**src/hw/rtl/md5_digest_engine_macros.svh**
```systemverilog
// Assertion macros for the MD5 digest engine
`ifndef MD5_DIGEST_ENGINE_MACROS_SVH
`define MD5_DIGEST_ENGINE_MACROS_SVH

// Assert that a condition implies another on the same edge
`define MD5_ASSERT_IMPL(label, ante, cons) \
    label: assert property (@(posedge clk) disable iff (!rst_n) (ante) |-> (cons)) \
        else $error("md5 assertion failed");

// Assert that a condition implies another on the next edge
`define MD5_ASSERT_NEXT(label, ante, cons) \
    label: assert property (@(posedge clk) disable iff (!rst_n) (ante) |=> (cons)) \
        else $error("md5 assertion failed");

`endif

```
**src/hw/rtl/md5_pkg.sv**
```systemverilog
// Package with MD5 constants, tables and shared types
package md5_pkg;

    localparam logic [31:0] IV_A = 32'h67452301;
    localparam logic [31:0] IV_B = 32'hEFCDAB89;
    localparam logic [31:0] IV_C = 32'h98BADCFE;
    localparam logic [31:0] IV_D = 32'h10325476;
    localparam logic [7:0]  PAD_BYTE = 8'h80;
    localparam int unsigned PAD_LIMIT = 56;

    typedef logic [31:0] word_t;

    // Round unit request and reply
    typedef struct packed {
        logic  start;
        word_t a;
        word_t b;
        word_t c;
        word_t d;
    } md5_rnd_req_t;

    typedef struct packed {
        logic  done;
        word_t a;
        word_t b;
        word_t c;
        word_t d;
    } md5_rnd_rsp_t;

    function automatic word_t round_k(input logic [5:0] i);
        word_t k;
        case (i)
            6'd0:  k = 32'hD76AA478; 6'd1:  k = 32'hE8C7B756;
            6'd2:  k = 32'h242070DB; 6'd3:  k = 32'hC1BDCEEE;
            6'd4:  k = 32'hF57C0FAF; 6'd5:  k = 32'h4787C62A;
            6'd6:  k = 32'hA8304613; 6'd7:  k = 32'hFD469501;
            6'd8:  k = 32'h698098D8; 6'd9:  k = 32'h8B44F7AF;
            6'd10: k = 32'hFFFF5BB1; 6'd11: k = 32'h895CD7BE;
            6'd12: k = 32'h6B901122; 6'd13: k = 32'hFD987193;
            6'd14: k = 32'hA679438E; 6'd15: k = 32'h49B40821;
            6'd16: k = 32'hF61E2562; 6'd17: k = 32'hC040B340;
            6'd18: k = 32'h265E5A51; 6'd19: k = 32'hE9B6C7AA;
            6'd20: k = 32'hD62F105D; 6'd21: k = 32'h02441453;
            6'd22: k = 32'hD8A1E681; 6'd23: k = 32'hE7D3FBC8;
            6'd24: k = 32'h21E1CDE6; 6'd25: k = 32'hC33707D6;
            6'd26: k = 32'hF4D50D87; 6'd27: k = 32'h455A14ED;
            6'd28: k = 32'hA9E3E905; 6'd29: k = 32'hFCEFA3F8;
            6'd30: k = 32'h676F02D9; 6'd31: k = 32'h8D2A4C8A;
            6'd32: k = 32'hFFFA3942; 6'd33: k = 32'h8771F681;
            6'd34: k = 32'h6D9D6122; 6'd35: k = 32'hFDE5380C;
            6'd36: k = 32'hA4BEEA44; 6'd37: k = 32'h4BDECFA9;
            6'd38: k = 32'hF6BB4B60; 6'd39: k = 32'hBEBFBC70;
            6'd40: k = 32'h289B7EC6; 6'd41: k = 32'hEAA127FA;
            6'd42: k = 32'hD4EF3085; 6'd43: k = 32'h04881D05;
            6'd44: k = 32'hD9D4D039; 6'd45: k = 32'hE6DB99E5;
            6'd46: k = 32'h1FA27CF8; 6'd47: k = 32'hC4AC5665;
            6'd48: k = 32'hF4292244; 6'd49: k = 32'h432AFF97;
            6'd50: k = 32'hAB9423A7; 6'd51: k = 32'hFC93A039;
            6'd52: k = 32'h655B59C3; 6'd53: k = 32'h8F0CCC92;
            6'd54: k = 32'hFFEFF47D; 6'd55: k = 32'h85845DD1;
            6'd56: k = 32'h6FA87E4F; 6'd57: k = 32'hFE2CE6E0;
            6'd58: k = 32'hA3014314; 6'd59: k = 32'h4E0811A1;
            6'd60: k = 32'hF7537E82; 6'd61: k = 32'hBD3AF235;
            6'd62: k = 32'h2AD7D2BB; default: k = 32'hEB86D391;
        endcase
        return k;
    endfunction

    function automatic logic [4:0] round_s(input logic [5:0] i);
        logic [4:0] s;
        case ({i[5:4], i[1:0]})
            4'd0:  s = 5'd7;  4'd1:  s = 5'd12; 4'd2:  s = 5'd17; 4'd3:  s = 5'd22;
            4'd4:  s = 5'd5;  4'd5:  s = 5'd9;  4'd6:  s = 5'd14; 4'd7:  s = 5'd20;
            4'd8:  s = 5'd4;  4'd9:  s = 5'd11; 4'd10: s = 5'd16; 4'd11: s = 5'd23;
            4'd12: s = 5'd6;  4'd13: s = 5'd10; 4'd14: s = 5'd15; default: s = 5'd21;
        endcase
        return s;
    endfunction

endpackage

```
**src/hw/rtl/md5_round.sv**
```systemverilog
// Shared MD5 round unit: 64 rounds, one per cycle, over a 16-word block
module md5_round (
    input  logic                 clk,
    input  logic                 rst_n,
    input  md5_pkg::md5_rnd_req_t req,
    input  md5_pkg::word_t       msg_word,   // block word at msg_index
    output logic [3:0]           msg_index,
    output md5_pkg::md5_rnd_rsp_t rsp
);
    import md5_pkg::*;

    logic       busy_reg;
    logic [5:0] rnd_reg;
    word_t      a_reg, b_reg, c_reg, d_reg;
    logic       done_reg;

    word_t      f_val;
    word_t      sum;
    word_t      rot;
    logic [4:0] sh;

    // Select the boolean function and the message index for this round
    always_comb
    begin
        case (rnd_reg[5:4])
            2'd0:
            begin
                f_val = (b_reg & c_reg) | (~b_reg & d_reg);
                msg_index = rnd_reg[3:0];
            end
            2'd1:
            begin
                f_val = (b_reg & d_reg) | (c_reg & ~d_reg);
                msg_index = 4'(5 * rnd_reg[3:0] + 1);
            end
            2'd2:
            begin
                f_val = b_reg ^ c_reg ^ d_reg;
                msg_index = 4'(3 * rnd_reg[3:0] + 5);
            end
            default:
            begin
                f_val = c_reg ^ (b_reg | ~d_reg);
                msg_index = 4'(7 * rnd_reg[3:0]);
            end
        endcase
        sum = a_reg + f_val + round_k(rnd_reg) + msg_word;
        sh  = round_s(rnd_reg);
        rot = (sum << sh) | (sum >> (6'd32 - {1'b0, sh}));
    end

    // Advance one round per cycle
    always_ff @(posedge clk or negedge rst_n)
    begin
        if (!rst_n)
        begin
            busy_reg <= 1'b0;
            rnd_reg  <= '0;
            done_reg <= 1'b0;
        end
        else
        begin
            done_reg <= 1'b0;
            if (req.start)
            begin
                busy_reg <= 1'b1;
                rnd_reg  <= '0;
            end
            else if (busy_reg)
            begin
                rnd_reg <= rnd_reg + 6'd1;
                if (rnd_reg == 6'd63)
                begin
                    busy_reg <= 1'b0;
                    done_reg <= 1'b1;
                end
            end
        end
    end

    always_ff @(posedge clk)
    begin
        if (req.start)
        begin
            a_reg <= req.a;
            b_reg <= req.b;
            c_reg <= req.c;
            d_reg <= req.d;
        end
        else if (busy_reg)
        begin
            a_reg <= d_reg;
            d_reg <= c_reg;
            c_reg <= b_reg;
            b_reg <= b_reg + rot;
        end
    end

    assign rsp = '{done: done_reg, a: a_reg, b: b_reg, c: c_reg, d: d_reg};

endmodule

```
**src/hw/rtl/md5_digest_engine.sv**
```systemverilog
// MD5 digest engine: top level with block buffer, padding and output register
// Each beat is stored in the block buffer. The sixteenth word of a block, and the last
// beat, start the shared round unit. After that beat the block passes through a start
// state, 64 rounds at one per cycle, a state that sees the unit finish and a fold into
// the chain value. The last beat pads and compresses one or two final blocks. The
// digest is registered as the last fold completes and then appears on m_axis. The
// input is not ready while a block is in compression or a digest waits.
`include "md5_digest_engine_macros.svh"
module md5_digest_engine (
    input  logic         clk,
    input  logic         rst_n,
    input  logic         s_axis_tvalid,
    output logic         s_axis_tready,
    input  logic [39:0]  s_axis_tdata,  // data_word[31:0], byte_count[34:32], zero pad
    input  logic         s_axis_tlast,  // last
    output logic         m_axis_tvalid,
    input  logic         m_axis_tready,
    output logic [127:0] m_axis_tdata   // digest_a, digest_b, digest_c, digest_d
);
    import md5_pkg::*;

    typedef enum logic [5:0] {
        ST_IDLE  = 6'b000001,
        ST_COMP  = 6'b000010,
        ST_FOLD  = 6'b000100,
        ST_PAD2  = 6'b001000,
        ST_OUT   = 6'b010000,
        ST_START = 6'b100000
    } state_t;

    state_t      state_reg;
    word_t       buf_mem [16];
    logic [3:0]  pos_reg;
    logic [63:0] bytes_reg;
    word_t       cv_reg [4];
    logic        final_reg;   // compressing a final block
    logic        second_reg;  // another padded block follows
    logic        spill_reg;   // pad byte opens the second padded block
    logic [127:0] out_reg;

    md5_rnd_req_t req;
    md5_rnd_rsp_t rsp;
    logic [3:0]   msg_index;
    word_t        msg_word;

    word_t       in_word;
    logic [2:0]  in_cnt;
    logic [1:0]  part;
    word_t       mask;
    word_t       tail_word;
    logic [63:0] bytes_next;
    logic [63:0] bit_len;
    logic        short_pad;
    word_t       len_lo;
    word_t       len_hi;

    assign in_word = s_axis_tdata[31:0];
    assign in_cnt  = (s_axis_tdata[34:32] > 3'd4) ? 3'd4 : s_axis_tdata[34:32];
    assign part    = in_cnt[1:0];
    assign mask    = (part == 2'd0) ? 32'h0 : ((32'h1 << {part, 3'b000}) - 32'h1);
    assign tail_word = in_cnt[2] ? in_word
                     : ((in_word & mask) | ({24'h0, PAD_BYTE} << {part, 3'b000}));
    assign bytes_next = bytes_reg + {61'h0, in_cnt};
    assign bit_len   = {bytes_reg[60:0], 3'b000};
    assign short_pad = ({pos_reg, 2'b00} + {3'b000, in_cnt}) < 7'(PAD_LIMIT);
    assign len_lo    = {bytes_next[28:0], 3'b000};
    assign len_hi    = bytes_next[60:29];

    assign s_axis_tready = (state_reg == ST_IDLE);
    assign m_axis_tvalid = (state_reg == ST_OUT);
    assign m_axis_tdata  = out_reg;

    // Message word read by the round unit
    assign msg_word = buf_mem[msg_index];

    assign req.start = (state_reg == ST_START);
    assign req.a = cv_reg[0];
    assign req.b = cv_reg[1];
    assign req.c = cv_reg[2];
    assign req.d = cv_reg[3];

    md5_round u_round (
        .clk       (clk),
        .rst_n     (rst_n),
        .req       (req),
        .msg_word  (msg_word),
        .msg_index (msg_index),
        .rsp       (rsp)
    );

    // Block buffer writes: data beats, padding and length words
    always_ff @(posedge clk)
    begin
        if (s_axis_tvalid && s_axis_tready)
        begin
            if (!s_axis_tlast)
            begin
                buf_mem[pos_reg] <= in_word;
            end
            else
            begin
                // Fill the tail slot and everything above it; keep earlier words
                for (int i = 0; i < 16; i++)
                begin
                    if (4'(i) == pos_reg)
                    begin
                        buf_mem[i] <= tail_word;
                    end
                    else if (4'(i) > pos_reg)
                    begin
                        if (in_cnt[2] && (4'(i) == pos_reg + 4'd1))
                        begin
                            buf_mem[i] <= {24'h0, PAD_BYTE};
                        end
                        else if (short_pad && (i == 14))
                        begin
                            buf_mem[i] <= len_lo;
                        end
                        else if (short_pad && (i == 15))
                        begin
                            buf_mem[i] <= len_hi;
                        end
                        else
                        begin
                            buf_mem[i] <= '0;
                        end
                    end
                end
            end
        end
        else if (state_reg == ST_PAD2)
        begin
            // Second padded block: zeros, possibly the spilled pad byte, length
            buf_mem[0] <= spill_reg ? {24'h0, PAD_BYTE} : '0;
            for (int i = 1; i < 14; i++)
            begin
                buf_mem[i] <= '0;
            end
            buf_mem[14] <= bit_len[31:0];
            buf_mem[15] <= bit_len[63:32];
        end
    end

    // Sequencer
    always_ff @(posedge clk or negedge rst_n)
    begin
        if (!rst_n)
        begin
            state_reg  <= ST_IDLE;
            pos_reg    <= '0;
            bytes_reg  <= '0;
            final_reg  <= 1'b0;
            second_reg <= 1'b0;
            spill_reg  <= 1'b0;
            cv_reg[0]  <= IV_A;
            cv_reg[1]  <= IV_B;
            cv_reg[2]  <= IV_C;
            cv_reg[3]  <= IV_D;
        end
        else
        begin
            case (state_reg)
                ST_IDLE:
                begin
                    if (s_axis_tvalid)
                    begin
                        if (!s_axis_tlast)
                        begin
                            pos_reg   <= pos_reg + 4'd1;
                            bytes_reg <= bytes_reg + 64'd4;
                            if (pos_reg == 4'd15)
                            begin
                                state_reg <= ST_START;
                            end
                        end
                        else
                        begin
                            bytes_reg  <= bytes_next;
                            final_reg  <= 1'b1;
                            second_reg <= !short_pad;
                            spill_reg  <= in_cnt[2] && (pos_reg == 4'd15);
                            state_reg  <= ST_START;
                        end
                    end
                end
                ST_START:
                begin
                    state_reg <= ST_COMP;
                end
                ST_COMP:
                begin
                    if (rsp.done)
                    begin
                        state_reg <= ST_FOLD;
                    end
                end
                ST_FOLD:
                begin
                    cv_reg[0] <= cv_reg[0] + rsp.a;
                    cv_reg[1] <= cv_reg[1] + rsp.b;
                    cv_reg[2] <= cv_reg[2] + rsp.c;
                    cv_reg[3] <= cv_reg[3] + rsp.d;
                    if (!final_reg)
                    begin
                        state_reg <= ST_IDLE;
                    end
                    else if (second_reg)
                    begin
                        second_reg <= 1'b0;
                        state_reg  <= ST_PAD2;
                    end
                    else
                    begin
                        state_reg <= ST_OUT;
                    end
                end
                ST_PAD2:
                begin
                    state_reg <= ST_START;
                end
                ST_OUT:
                begin
                    if (m_axis_tready)
                    begin
                        cv_reg[0] <= IV_A;
                        cv_reg[1] <= IV_B;
                        cv_reg[2] <= IV_C;
                        cv_reg[3] <= IV_D;
                        pos_reg   <= '0;
                        bytes_reg <= '0;
                        final_reg <= 1'b0;
                        spill_reg <= 1'b0;
                        state_reg <= ST_IDLE;
                    end
                end
                default:
                begin
                    state_reg <= ST_IDLE;
                end
            endcase
        end
    end

    // Capture the digest as the last fold completes
    always_ff @(posedge clk)
    begin
        if ((state_reg == ST_FOLD) && final_reg && !second_reg)
        begin
            out_reg <= {cv_reg[3] + rsp.d, cv_reg[2] + rsp.c,
                        cv_reg[1] + rsp.b, cv_reg[0] + rsp.a};
        end
    end

    `MD5_ASSERT_IMPL(a_out_final, m_axis_tvalid, final_reg && !second_reg)
    `MD5_ASSERT_NEXT(a_start_runs, req.start, state_reg == ST_COMP)
    `MD5_ASSERT_IMPL(a_done_in_comp, rsp.done, state_reg == ST_COMP)

endmodule
```
**config.mk**
```make
export PLATFORM = sky130hd
export DESIGN_NAME = md5_digest_engine
export DESIGN_NICKNAME = d
export VERILOG_FILES = /design/src/hw/rtl/md5_pkg.sv /design/src/hw/rtl/md5_round.sv /design/src/hw/rtl/md5_digest_engine.sv
export VERILOG_INCLUDE_DIRS = /design/src /design/src/hw/rtl
export SDC_FILE = /design/constraint.sdc
export NUM_CORES = 2
export LEC_CHECK = 0
export BUFFER_PORTS_ARGS = -buffer_cell sky130_fd_sc_hd__buf_2
export CAP_MARGIN = 20
export CELL_PAD_IN_SITES_DETAIL_PLACEMENT = 0
export CELL_PAD_IN_SITES_GLOBAL_PLACEMENT = 1
export CORE_ASPECT_RATIO = 2
export CORE_UTILIZATION = 54
export DETAILED_ROUTE_END_ITERATION = 8
export PLACE_DENSITY = 0.95
export REMOVE_ABC_BUFFERS = 1
export SYNTH_ARGS = -nofsm -noshare
export SYNTH_HDL_FRONTEND = slang
export SYNTH_SLANG_ARGS = --single-unit
```
**constraint.sdc**
```tcl
create_clock -name clk -period 19.9 [get_ports clk]
set_input_delay 3.98 -clock clk [delete_from_list [all_inputs] [get_ports clk]]
set_output_delay 3.98 -clock clk [all_outputs]
set_load 0.01 [all_outputs]
```
==> impl_results.md <==
* Primary FF master, synth: edfxtp_1
* Final Hold Fails at 0
* Finished Layout Cells at 8370
* Worst setup EP type: flop
* CTS root buf: clkbuf_16
* Syn Std Cell Area at 64900 um2
* Hold-critical path endpoint: buf_mem[0][5]
* Netlist cell types at 105
* # rows at 179
* Number of CTS-inserted buffers at 89
* Top-count cell post-synth: nand2_1
* Post-synth top cells: nand2_1 (869), edfxtp_1 (706), nor2_1 (600)
* Drt total wl at 252000 um
* #FFs+latches synth at 978
* Post-Place Cells at 8191
* # DRC at 22
* CTS HTree Levels at 3
* Fmax at 73.1 MHz
* Largest net degree at the start of global routing at 137
* IO Count at 175
* Via count at 56470
* CP arrival at 14.16 ns
* Reg clk slew, reported paths at 0.07 ns
* Slack of the worst reg-to-reg path at 6.22 ns
* Area leader, netlist: edfxtp_1
* Post-Layout Inst Area at 70500 um2
* R2r startpoint: u_round.rnd_reg[0]
* Gpl congestion at 1.05
* Vias in the first global route at 57441
* Synth top area cells: edfxtp_1 (33%), dfrtp_1 (5.6%), nand2_1 (5.0%), mux4_2 (5.0%), ha_1 (4.4%)
* Hpwl dp at 187000 um
* Async S/R FF share, synth at 21.5%
* CP max-delay cell: buf_4
* Final min period at 13.68 ns
* GRT Overall Usage at 41.5%
* Ys Warns at 0
* Worst skew pair latency at 0.76 ns
* CP Class: reg -> reg
* Clk buf depth at 3
* Slowest stage delay, CP at 0.86 ns
* Port bufs at 169
* Synth top area share at 32.7%
* Worst hold path type: reg -> reg
* Die X-Extent at 247 um
* DRT antenna net count at 0
* Worst-margin pin slew at 1.25 ns
* NumNets Final at 7090
* CTS tree: yes
* Max Slew Vio Count at 0
* Initial antenna violation count at 18
* Post-Syn Area per Cell at 9.56 um2
* Seq/Total Area, Yosys at 42.8%
* HP Start: buf_mem[0][5]
* WL/cell at 30.1 um
* P&R area growth vs syn at 8.60%
* Post-CTS setup buffer count at 0
* First-pass GRT wire length at 369000 um
* PostCTS Resize Cnt at 0
* EDFF count, synth at 706
* Worst-path fanout max at 63
* Die H at 492 um
* Hold Path Depth at 2
* R2r endpoint: u_round.b_reg[31]
* Global route overflow at 0
* Area of the core at 119000 um2
* Drt pass-1 iters at 9
* Violated checks: DRC
* TNS Setup at 0 ns
* Slew HR at 15.9%
* Critical path launch point type: flop
* Maxcap violations at 0
* Starting DRT DRC Count at 5658
* Cells after Synth at 6792
* WP data required at 20.38 ns
* Area of the die at 122000 um2
* Status: finished with violations
* Initial core utilization at 54.5%
* Max reg flops at 512
* Setup-failing EPs final at 0
* Vias per std cell at 6.75
* Tcrit/Tclk final at 68.7%
* Post-CTS Hold Fix Bufs at 0
* Share of cells above drive strength 1 at 11.3%
* RSZ-0062 raised after global routing: no
* CTS Sinks at 978
* Placed inst area at 67300 um2
* Setup Skew at 0.0837 ns
* R2R depth at 42
## layer usage
layer  vias up  GRT usage (%)  wire length, um
met4         8           43.1            31400
met1     27398           38.8            75100
met5         -              0               49
met3      1206           7.50            16700
met2      2991           73.0           129000
li1      24867              -                -
## placed cells by master (no fill, tap or decap), types with 75 or more instances in the layout
cell type	instances
edfxtp_1	706
dfrtp_1	141
o22ai_1	88
buf_4	132
nor3_1	139
nor2b_1	193
nand2_1	867
xnor2_1	211
mux4_2	142
nand3_1	150
clkbuf_16	90
a21o_1	75
ha_1	227
a211oi_1	103
inv_1	229
mux2i_1	88
and2_1	164
buf_2	169
a21oi_1	535
o21ai_0	366
a31oi_1	132
nor2_1	594
## layout make-up
class / instances / area (um2)
Inverter: 234 / 878
Antenna cell: 7 / 17.5
Tap cell: 1538 / 1920
Clock buffer: 115 / 2420
Timing Repair Buffer: 307 / 1940
Multi-Input combinational cell: 5138 / 34800
Clock inverter: 53 / 681
Sequential cell: 978 / 27800
Fill cell: 10318 / 48700
## metrics by stage
| stage | hold slack (ns) | setup slack (ns) | util [%] |
|---|---|---|---|
| floorplan | 0.429 | 0.988 | - |
| global placement | 0.436 | 6.69 | 56.5 |
| detailed placement | 0.446 | 6.59 | 56.5 |
| CTS | 0.453 | 6.52 | 59.1 |
| global route | 0.477 | 5.52 | 59.2 |
| finish | 0.451 | 6.22 | 59.2 |
## kinds of logic (layout without fill, tap and decap cells)
| kind of cell | after synthesis | after routing | synth area share [%] |
|---|---|---|---|
| AND/OR/NAND/NOR | 2403 | 2403 | 17.1 |
| AO/OA/AOI/OAI | 1898 | 1898 | 18.9 |
| flip-flops | 978 | 978 | 42.8 |
| buffers and inverters | 676 | 709 | 3.97 |
| adder cells (fa/ha/maj) | 298 | 298 | 6.55 |
| XOR/XNOR | 288 | 288 | 3.94 |
| multiplexers | 251 | 251 | 6.69 |
| other | 0 | 7 | 0 |
## worst max-delay path by stage
stage | startpoint | to | depth (start not counted)
floorplan | u_round.rnd_reg[4] | u_round.b_reg[28] | 35
global placement | u_round.rnd_reg[0] | u_round.b_reg[31] | 41
detailed placement | u_round.rnd_reg[0] | u_round.b_reg[31] | 41
CTS | u_round.rnd_reg[0] | u_round.b_reg[31] | 41
global route | u_round.rnd_reg[2] | u_round.b_reg[31] | 36
finish | u_round.rnd_reg[0] | u_round.b_reg[31] | 42
## worst max-delay path, delay by kind of cell (launching register included)
| kind | cells | cell delay (ns) |
|---|---|---|
| AO/OA/AOI/OAI | 19 | 5.39 |
| adder cells (fa/ha/maj) | 5 | 2.24 |
| multiplexers | 2 | 1.28 |
| flip-flops | 1 | 0.33 |
| buffers and inverters | 8 | 2.49 |
| AND/OR/NAND/NOR | 7 | 1.43 |
| XOR/XNOR | 1 | 0.10 |
Power is left out: the tool's default activity adds up to more than one toggle a clock period on the data nets, which glitch-free logic cannot reach.
